==> src/design/ptd_pkg.sv <==
package ptd_pkg;

    localparam int TIME_W = 32;
    localparam int FUNC_W = 8;
    localparam int DATA_W = 16;
    localparam int RATE_W = 16;
    localparam int SLOT_W = 3;
    localparam int STAT_W = 3;

    // request codes
    localparam logic [1:0] REQ_TICK = 2'd0;
    localparam logic [1:0] REQ_ADD  = 2'd1;
    localparam logic [1:0] REQ_DEL  = 2'd2;

    // status codes
    localparam logic [STAT_W-1:0] ST_OK       = 3'd0;
    localparam logic [STAT_W-1:0] ST_FULL     = 3'd1;
    localparam logic [STAT_W-1:0] ST_NOFUNC   = 3'd2;
    localparam logic [STAT_W-1:0] ST_ZERORATE = 3'd3;
    localparam logic [STAT_W-1:0] ST_BADSLOT  = 3'd4;

    typedef enum logic [1:0] {
        S_IDLE,
        S_DIV,
        S_SCAN
    } t_state;

    typedef struct packed {
        logic [1:0]        req_type;
        logic [FUNC_W-1:0] func_tag;
        logic [DATA_W-1:0] data_tag;
        logic [RATE_W-1:0] rate;
        logic [SLOT_W-1:0] slot_index;
        logic [TIME_W-1:0] now_time;
    } t_req;

    typedef struct packed {
        logic [STAT_W-1:0] status;
        logic              dispatched;
        logic [FUNC_W-1:0] out_func_tag;
        logic [DATA_W-1:0] out_data_tag;
        logic [SLOT_W-1:0] out_slot;
    } t_res;

    // one table slot
    typedef struct packed {
        logic [FUNC_W-1:0] func;
        logic [DATA_W-1:0] data;
        logic [TIME_W-1:0] period;
        logic [TIME_W-1:0] last_run;
    } t_entry;

    // scan token and the winner found so far, handed cell to cell
    typedef struct packed {
        logic              tok;
        logic              found;
        logic [FUNC_W-1:0] func;
        logic [DATA_W-1:0] data;
        logic [SLOT_W-1:0] slot;
    } t_link;

    typedef struct packed {
        logic wr;
        logic shift;
    } t_cell_ctl;

endpackage

==> src/design/ptd_cell.sv <==
module ptd_cell #(
    parameter int IDX = 0
) (
    input  logic                      i_clk,
    input  logic                      i_rst_n,
    input  ptd_pkg::t_cell_ctl        i_ctl,
    input  ptd_pkg::t_entry           i_new,
    input  ptd_pkg::t_entry           i_upper,
    input  logic [ptd_pkg::TIME_W-1:0] i_now,
    input  ptd_pkg::t_link            i_link,
    output ptd_pkg::t_link            o_link,
    output ptd_pkg::t_entry           o_entry
);

    localparam logic [ptd_pkg::SLOT_W-1:0] MY_SLOT = ptd_pkg::SLOT_W'(IDX);

    ptd_pkg::t_entry r_entry;
    ptd_pkg::t_link  r_link;
    logic [ptd_pkg::TIME_W-1:0] w_elapsed;
    logic w_due;
    logic w_take;

    assign w_elapsed = i_now - r_entry.last_run;
    assign w_due     = (r_entry.func != '0) && (w_elapsed >= r_entry.period);
    assign w_take    = i_link.tok && !i_link.found && w_due;

    always_ff @(posedge i_clk) begin
        if (!i_rst_n) begin
            r_entry <= '0;
        end else begin
            priority if (i_ctl.shift) begin
                r_entry <= i_upper;
            end else if (i_ctl.wr) begin
                r_entry <= i_new;
            end else if (w_take) begin
                r_entry.last_run <= i_now;
            end
        end
    end

    always_ff @(posedge i_clk) begin
        if (!i_rst_n) begin
            r_link.tok <= 1'b0;
        end else begin
            r_link.tok <= i_link.tok;
        end
        if (i_link.tok) begin
            if (w_take) begin
                r_link.found <= 1'b1;
                r_link.func  <= r_entry.func;
                r_link.data  <= r_entry.data;
                r_link.slot  <= MY_SLOT;
            end else begin
                r_link.found <= i_link.found;
                r_link.func  <= i_link.func;
                r_link.data  <= i_link.data;
                r_link.slot  <= i_link.slot;
            end
        end
    end

    assign o_link  = r_link;
    assign o_entry = r_entry;

endmodule

==> src/design/ptd_div.sv <==
module ptd_div (
    input  logic                       i_clk,
    input  logic                       i_rst_n,
    input  logic                       i_start,
    input  logic [ptd_pkg::TIME_W-1:0] i_dividend,
    input  logic [ptd_pkg::RATE_W-1:0] i_divisor,
    output logic                       o_done,
    output logic [ptd_pkg::TIME_W-1:0] o_quot
);

    localparam int CNT_W = $clog2(ptd_pkg::TIME_W + 1);

    logic [ptd_pkg::RATE_W-1:0] r_rem;
    logic [ptd_pkg::RATE_W-1:0] r_dvs;
    logic [ptd_pkg::TIME_W-1:0] r_quo;
    logic [CNT_W-1:0]           r_cnt;
    logic                       r_done;
    logic [ptd_pkg::RATE_W:0]   w_trial;
    logic [ptd_pkg::RATE_W:0]   w_diff;
    logic                       w_ge;

    // one quotient bit a cycle, restoring
    assign w_trial = {r_rem, r_quo[ptd_pkg::TIME_W-1]};
    assign w_diff  = w_trial - {1'b0, r_dvs};
    assign w_ge    = (w_trial >= {1'b0, r_dvs});

    always_ff @(posedge i_clk) begin
        if (!i_rst_n) begin
            r_cnt  <= '0;
            r_done <= 1'b0;
        end else begin
            r_done <= 1'b0;
            if (i_start) begin
                r_cnt <= CNT_W'(ptd_pkg::TIME_W);
            end else if (r_cnt != '0) begin
                r_cnt <= r_cnt - 1'b1;
                if (r_cnt == CNT_W'(1)) begin
                    r_done <= 1'b1;
                end
            end
        end
    end

    always_ff @(posedge i_clk) begin
        if (i_start) begin
            r_rem <= '0;
            r_dvs <= i_divisor;
            r_quo <= i_dividend;
        end else if (r_cnt != '0) begin
            r_rem <= w_ge ? w_diff[ptd_pkg::RATE_W-1:0] : w_trial[ptd_pkg::RATE_W-1:0];
            r_quo <= {r_quo[ptd_pkg::TIME_W-2:0], w_ge};
        end
    end

    assign o_done = r_done;
    assign o_quot = r_quo;

endmodule

==> src/design/periodic_task_dispatcher_top.sv <==
// Delete, unused-code and rejected-add beats strobe a result in the cycle after acceptance;
//   an accepted add waits for the 32-step divider, a tick for the scan token.
// Throughput: short beats may follow every cycle; busy is held for the whole add or tick,
//   set by the divider for adds and by the token walking the chain of slot cells for ticks.
// Reset (i_rst_n low, synchronous): table and count cleared, tick_rate back to 1000.
// The receiver cannot stall: each result appears on o_res for one cycle with o_strobe.
module periodic_task_dispatcher_top #(
    parameter int MAX_TASKS = 8
) (
    input  logic                       i_clk,
    input  logic                       i_rst_n,
    input  logic                       start,
    output logic                       busy,
    input  ptd_pkg::t_req              i_req,
    output logic                       o_strobe,
    output ptd_pkg::t_res              o_res,
    input  logic                       i_cfg_we,
    input  logic [ptd_pkg::TIME_W-1:0] i_cfg_wdata
);

    localparam int CNT_W = $clog2(MAX_TASKS + 1);
    localparam int CMP_W = (CNT_W > ptd_pkg::SLOT_W) ? CNT_W : ptd_pkg::SLOT_W;
    localparam logic [CNT_W-1:0] FULL_CNT = CNT_W'(MAX_TASKS);

    ptd_pkg::t_state r_state, n_state;

    logic [ptd_pkg::TIME_W-1:0] r_tick_rate;
    logic [CNT_W-1:0]           r_count;
    logic [ptd_pkg::TIME_W-1:0] r_now;
    logic [ptd_pkg::FUNC_W-1:0] r_func;
    logic [ptd_pkg::DATA_W-1:0] r_data;
    logic                       r_kick;
    logic                       r_strobe;
    ptd_pkg::t_res              r_res;

    logic                       w_accept;
    logic                       w_is_tick;
    logic                       w_is_add;
    logic                       w_is_del;
    logic [ptd_pkg::STAT_W-1:0] w_add_status;
    logic                       w_del_ok;
    logic                       w_div_start;
    logic                       w_div_done;
    logic [ptd_pkg::TIME_W-1:0] w_quot;
    logic                       w_scan_end;
    ptd_pkg::t_entry            w_new;

    ptd_pkg::t_entry    w_entry [MAX_TASKS];
    ptd_pkg::t_entry    w_upper [MAX_TASKS];
    ptd_pkg::t_link     w_link  [MAX_TASKS+1];
    ptd_pkg::t_cell_ctl w_ctl   [MAX_TASKS];

    assign w_accept  = start && !busy;
    assign w_is_tick = (i_req.req_type == ptd_pkg::REQ_TICK);
    assign w_is_add  = (i_req.req_type == ptd_pkg::REQ_ADD);
    assign w_is_del  = (i_req.req_type == ptd_pkg::REQ_DEL);

    // add checks in order: full, no function, zero rate
    always_comb begin
        priority if (r_count == FULL_CNT) begin
            w_add_status = ptd_pkg::ST_FULL;
        end else if (i_req.func_tag == '0) begin
            w_add_status = ptd_pkg::ST_NOFUNC;
        end else if (i_req.rate == '0) begin
            w_add_status = ptd_pkg::ST_ZERORATE;
        end else begin
            w_add_status = ptd_pkg::ST_OK;
        end
    end

    assign w_del_ok    = (CMP_W'(i_req.slot_index) < CMP_W'(r_count));
    assign w_div_start = w_accept && w_is_add && (w_add_status == ptd_pkg::ST_OK);
    assign w_scan_end  = w_link[MAX_TASKS].tok;

    // period divider: tick_rate / rate
    ptd_div u_div (
        .i_clk      (i_clk),
        .i_rst_n    (i_rst_n),
        .i_start    (w_div_start),
        .i_dividend (r_tick_rate),
        .i_divisor  (i_req.rate),
        .o_done     (w_div_done),
        .o_quot     (w_quot)
    );

    // entry written at the end of an add; fresh tasks start with last-run 0
    assign w_new = '{func: r_func, data: r_data, period: w_quot, last_run: '0};

    // token enters cell 0 with nothing found yet
    assign w_link[0] = '{tok: r_kick, found: 1'b0, func: '0, data: '0, slot: '0};

    // chain of slot cells: shift down on delete, token walks upward on tick
    for (genvar gi = 0; gi < MAX_TASKS; gi++) begin : g_cell
        localparam logic [CMP_W-1:0] IDX_C = CMP_W'(gi);

        if (gi == MAX_TASKS - 1) begin : g_top
            assign w_upper[gi] = '0;
        end else begin : g_mid
            assign w_upper[gi] = w_entry[gi+1];
        end

        assign w_ctl[gi].shift = w_accept && w_is_del && w_del_ok
                                 && (IDX_C >= CMP_W'(i_req.slot_index));
        assign w_ctl[gi].wr    = w_div_done && (IDX_C == CMP_W'(r_count));

        ptd_cell #(
            .IDX (gi)
        ) u_cell (
            .i_clk   (i_clk),
            .i_rst_n (i_rst_n),
            .i_ctl   (w_ctl[gi]),
            .i_new   (w_new),
            .i_upper (w_upper[gi]),
            .i_now   (r_now),
            .i_link  (w_link[gi]),
            .o_link  (w_link[gi+1]),
            .o_entry (w_entry[gi])
        );
    end

    // next state
    always_comb begin
        n_state = r_state;
        unique case (r_state)
            ptd_pkg::S_IDLE: begin
                if (w_accept && w_is_tick) begin
                    n_state = ptd_pkg::S_SCAN;
                end else if (w_div_start) begin
                    n_state = ptd_pkg::S_DIV;
                end
            end
            ptd_pkg::S_DIV: begin
                if (w_div_done) begin
                    n_state = ptd_pkg::S_IDLE;
                end
            end
            ptd_pkg::S_SCAN: begin
                if (w_scan_end) begin
                    n_state = ptd_pkg::S_IDLE;
                end
            end
            default: n_state = ptd_pkg::S_IDLE;
        endcase
    end

    // outputs of the state machine
    always_comb begin
        unique case (r_state)
            ptd_pkg::S_IDLE: busy = 1'b0;
            default:         busy = 1'b1;
        endcase
    end

    always_ff @(posedge i_clk) begin
        if (!i_rst_n) begin
            r_state     <= ptd_pkg::S_IDLE;
            r_tick_rate <= ptd_pkg::TIME_W'(1000);
            r_count     <= '0;
            r_kick      <= 1'b0;
            r_strobe    <= 1'b0;
        end else begin
            r_state  <= n_state;
            r_kick   <= w_accept && w_is_tick;
            r_strobe <= 1'b0;
            if (i_cfg_we) begin
                r_tick_rate <= i_cfg_wdata;
            end
            if (w_accept) begin
                priority if (w_is_add) begin
                    // accepted adds report once the divider finishes
                    if (w_add_status != ptd_pkg::ST_OK) begin
                        r_strobe <= 1'b1;
                    end
                end else if (w_is_del) begin
                    r_strobe <= 1'b1;
                    if (w_del_ok) begin
                        r_count <= r_count - 1'b1;
                    end
                end else if (!w_is_tick) begin
                    r_strobe <= 1'b1;
                end
            end
            if (w_div_done) begin
                r_count  <= r_count + 1'b1;
                r_strobe <= 1'b1;
            end
            if (w_scan_end) begin
                r_strobe <= 1'b1;
            end
        end
    end

    // result and request payload: no reset needed
    always_ff @(posedge i_clk) begin
        if (w_accept) begin
            r_now  <= i_req.now_time;
            r_func <= i_req.func_tag;
            r_data <= i_req.data_tag;
            r_res  <= '0;
            if (w_is_add) begin
                r_res.status <= w_add_status;
            end else if (w_is_del && !w_del_ok) begin
                r_res.status <= ptd_pkg::ST_BADSLOT;
            end
        end
        if (w_div_done) begin
            r_res <= '0;
        end
        if (w_scan_end) begin
            r_res.status       <= ptd_pkg::ST_OK;
            r_res.dispatched   <= w_link[MAX_TASKS].found;
            r_res.out_func_tag <= w_link[MAX_TASKS].func;
            r_res.out_data_tag <= w_link[MAX_TASKS].data;
            r_res.out_slot     <= w_link[MAX_TASKS].slot;
        end
    end

    assign o_strobe = r_strobe;
    assign o_res    = r_res;

    // count never passes the table depth
    a_count_bound: assert property (@(posedge i_clk) disable iff (!i_rst_n)
        r_count <= FULL_CNT)
        else $error("task count beyond table depth");

    // divider only finishes while an add is in flight
    a_div_in_state: assert property (@(posedge i_clk) disable iff (!i_rst_n)
        w_div_done |-> (r_state == ptd_pkg::S_DIV))
        else $error("divider finished outside an add");

    // token leaves the chain only during a scan
    a_scan_in_state: assert property (@(posedge i_clk) disable iff (!i_rst_n)
        w_scan_end |-> (r_state == ptd_pkg::S_SCAN))
        else $error("scan token out of step");

    // a dispatch always reports ok
    a_disp_ok: assert property (@(posedge i_clk) disable iff (!i_rst_n)
        (o_strobe && o_res.dispatched) |-> (o_res.status == ptd_pkg::ST_OK))
        else $error("dispatch with non-ok status");

    // a finished add or tick frees the block in the next cycle
    a_release: assert property (@(posedge i_clk) disable iff (!i_rst_n)
        (w_div_done || w_scan_end) |=> !busy)
        else $error("block still busy after result");

endmodule

==> config.mk <==
export PLATFORM = sky130hd
export DESIGN_NAME = periodic_task_dispatcher_top
export DESIGN_NICKNAME = d
export VERILOG_FILES = /design/src/design/ptd_pkg.sv /design/src/design/ptd_cell.sv /design/src/design/ptd_div.sv /design/src/design/periodic_task_dispatcher_top.sv
export SDC_FILE = /design/constraint.sdc
export NUM_CORES = 2
export LEC_CHECK = 0
export BUFFER_PORTS_ARGS = -buffer_cell sky130_fd_sc_hd__buf_4
export CAP_MARGIN = 20
export CORE_ASPECT_RATIO = 0.9
export CORE_MARGIN = 2
export CORE_UTILIZATION = 60
export DETAILED_ROUTE_END_ITERATION = 16
export PLACE_DENSITY = 0.77
export SYNTH_ARGS = -nofsm -noshare
export SYNTH_HDL_FRONTEND = slang
export SYNTH_SLANG_ARGS = --single-unit
==> constraint.sdc <==
create_clock -name i_clk -period 10.5 [get_ports i_clk]
set_input_delay 1.05 -clock i_clk [delete_from_list [all_inputs] [get_ports i_clk]]
set_output_delay 1.05 -clock i_clk [all_outputs]
set_load 0.03 [all_outputs]
==> flow_summary.toml <==
[sta]
slew_viol_final = 0
max_slew.worst_pin.slew_ns = 1.18
setup_violations = 0
setup-tns-final_ns = 0
clock.fmax_ghz = 0.136
skew_ns = 0.0309
fin_crit_ns = 7.35
slew-limit-headroom = 0.211
rsz0062_at_grt = "no"
setup_ws_ns = 3.15
finalHoldViolations = 0
fin_crit_sh = 0.700

[routing]
routed_wl_um = 187000
via_count = 54300
viasPerCell = 6.19
final_antenna_net_count = 0
dr.pass1.iters = 6
drc = 0
dr.first_iter.drc_count = 5923
wire_per_inst_um = 21.3

[power]
p_leak_nw = 30.5
power_density_nw_per_um2 = 168
irDropWorstVdd_mv = 0.235

[floorplanning]
num_rows = 115
initial_core_util = 0.606
core_sq_um = 109000
ioPinCount = 146
die_w_um = 354
die_area_sq_um = 113000
die_h_um = 319

[place]
dp_hpwl_um = 134000
gp_congestion = 0.931
numPortBuffers = 145
dp.cells = 8542
post-place-ws_ns = 3.17
place_area_sq_um = 68400

[clock_network]
clockBufferDepth = 3
cts_tree = "built"
hold_buffers = 0
clock_sinks = 1127
postCtsSetupRepairBufs = 0
cts_max_level = 3
numCtsBuffers = 116
cts_resized = 0
root_buffer = "clkbuf_16"
clk_latency_ns = 0.75
clk_transition_reported_paths_ns = 0.06

[setup_path]
crit_buf_inv = 2
arrival_ns = 8.03
crit_required_ns = 11.19
slowest_stage = "nand3_4"
crit_path_max_fanout = 64
cp_cell_sequence = "inv_1 > ha_1 > inv_1 > fa_1 > a211oi_1 > o21bai_1 > a21o_1 > o21a_1 > nor2_1 > o21ai_0 > a311o_1 > a21o_1 > a21oi_1 > xnor2_1 > ha_1 > nand4_1 > nor3_1 > a221oi_1 > o221ai_1 > a221o_1 > a21oi_4 > nand3_4 > o211ai_1 > o211a_1"
worst_setup_path_start_kind = "flip-flop"
critPathKind = "reg -> reg"
cp_top_family = "compound AO/OA/AOI/OAI gates"
end_kind = "flip-flop"
max_stage_delay_ns = 0.74

[synthesis]
synth_edf_count = 349
yosysTopAreaCell = "dfxtp_1"
synthArstFlopShare = 0
ys_warn_count = 0
synthFlopType = "dfxtp_1"
synth_cells = 7301
ys_types = 81
synth_top_area_share = 0.235
ys_seq_elements = 1127
syn_nets = 7952
synth_area_sq_um = 66300
yosysMostFrequentCell = "dfxtp_1"
synth_area_leaders = "dfxtp_1 (23%), edfxtp_1 (16%), ha_1 (10%)"
yosys-top-cells-count = "dfxtp_1 (778), nor2_1 (668), nand2_1 (651), inv_1 (578), ha_1 (529)"
synth_area_per_cell_sq_um = 9.09
ys_seq_area_frac = 0.393

[cells_and_area]
final_cells = 8768
fill_cells = 8705
design_area_sq_um = 72600
layout.nets = 7853
drive_gt1_frac = 0.0856
area.growth.synth_to_final_pct = 9.47

[global_route]
grt_pass1_wl_um = 291000
grt.overflow.total = 0
grt_pass1_vias = 50900
antenna_found_initial = 1
grt_max_degree = 194
track_usage = 0.321

[flow_run]
cap_violations = 0

[min_path]
hold_class = "reg -> reg"

[outcome]
status = "finished, final reports clean"
-- cells in the final DEF (no fill, tap or decap), types with 91 or more instances in the layout --
| cell | instances |
|---|---|
| o21ai_0 | 217 |
| edfxtp_1 | 349 |
| a21o_1 | 199 |
| nand2_1 | 648 |
| mux2_2 | 112 |
| nand3_1 | 143 |
| ha_1 | 529 |
| xnor2_1 | 182 |
| a21oi_1 | 406 |
| dfxtp_1 | 778 |
| mux2i_1 | 495 |
| clkbuf_16 | 121 |
| o211a_1 | 91 |
| inv_1 | 576 |
| o211ai_1 | 138 |
| and2_1 | 106 |
| nor2_1 | 665 |
| buf_4 | 227 |
| a211oi_1 | 361 |
-- power breakdown --
group | total [mW] | internal (mW) | switching, mW | leakage (nW)
clock | 4.48 | 2.59 | 1.89 | 2.01
combinational | 2.44 | 1.02 | 1.41 | 18.9
sequential | 5.31 | 4.76 | 0.546 | 9.55
-- sequential cells by signal (all words and copies together) (netlist names) --
name / flops
g_cell.u_cell.o_entry: 704
g_cell.u_cell.o_link: 225
r_now: 32
r_tick_rate: 32
u_div.o_quot: 32
o_res: 31
r_data: 16
u_div.r_dvs: 16
u_div.r_rem: 16
r_func: 8
u_div.r_cnt: 6
r_count: 4
r_state: 2
o_strobe: 1
r_kick: 1
u_div.o_done: 1
-- routing by layer --
| metal | up-vias | track usage | wire, um |
|---|---|---|---|
| li1 | 25900 | - | - |
| met1 | 25900 | 0.501 | 89100 |
| met2 | 2262 | 0.454 | 75500 |
| met3 | 263 | 0.0553 | 17500 |
| met4 | 0 | 0.0847 | 4590 |
| met5 | - | 0 | 0 |
-- worst reg2reg max path: cells and delay by family, from the launching register on --
kind / cells / cell delay, ns
xor gates and xnor gates: 1 / 0.16
adders and majority gates: 3 / 0.94
DFF: 1 / 0.59
buffers and inverters: 2 / 0.55
and+or+nand+nor: 4 / 1.08
AOI/OAI and AO/OA: 14 / 4.00
-- layout make-up --
type / instances / area (sq um) / area share
clock buffers: 145 / 3200 / 0.0440
inverters: 583 / 2200 / 0.0302
multi-input cells: 5141 / 36600 / 0.504
diodes: 1 / 2.50 / 0.0000345
well taps: 1462 / 1830 / 0.0252
clock inverters: 76 / 916 / 0.0126
flip-flops and latches: 1127 / 26100 / 0.359
repair buffers: 233 / 1840 / 0.0253
-- final timing paths --
| path | from | to | slack, ns | cells past startpoint |
|---|---|---|---|---|
| setup / recovery | r_now[0] | g_cell[1].u_cell.o_entry[21] | 3.15 | 24 |
| setup reg to reg | r_now[0] | g_cell[1].u_cell.o_entry[21] | 3.15 | 24 |
| hold reg to reg | g_cell[7].u_cell.o_entry[53] | g_cell[7].u_cell.o_entry[53] | 0.47 | 2 |
| hold / removal | g_cell[7].u_cell.o_entry[53] | g_cell[7].u_cell.o_entry[53] | 0.47 | 2 |
-- through the flow --
step	hold WS (ns)	util	power, mW
after floorplan	0.441	-	6.88
after global placement	0.457	0.625	7.67
after detailed placement	0.465	0.625	7.76
after CTS	0.439	0.662	12.2
after global routing	0.447	0.663	12.7
final	0.475	0.663	12.2
-- cell families (layout without fill, tap and decap cells) --
family / Yosys count / count (layout) / share of synthesized area
xor+xnor: 239 / 239 / 0.0316
buf+inv: 1033 / 1037 / 0.0595
other cells: 0 / 1 / 0
mux: 607 / 607 / 0.0937
simple gates: 1950 / 1950 / 0.132
compound gates: 1807 / 1807 / 0.188
fa+ha+maj: 538 / 538 / 0.102
flops: 1127 / 1127 / 0.393
No activity file was read; power rests on OpenSTA's default activity.
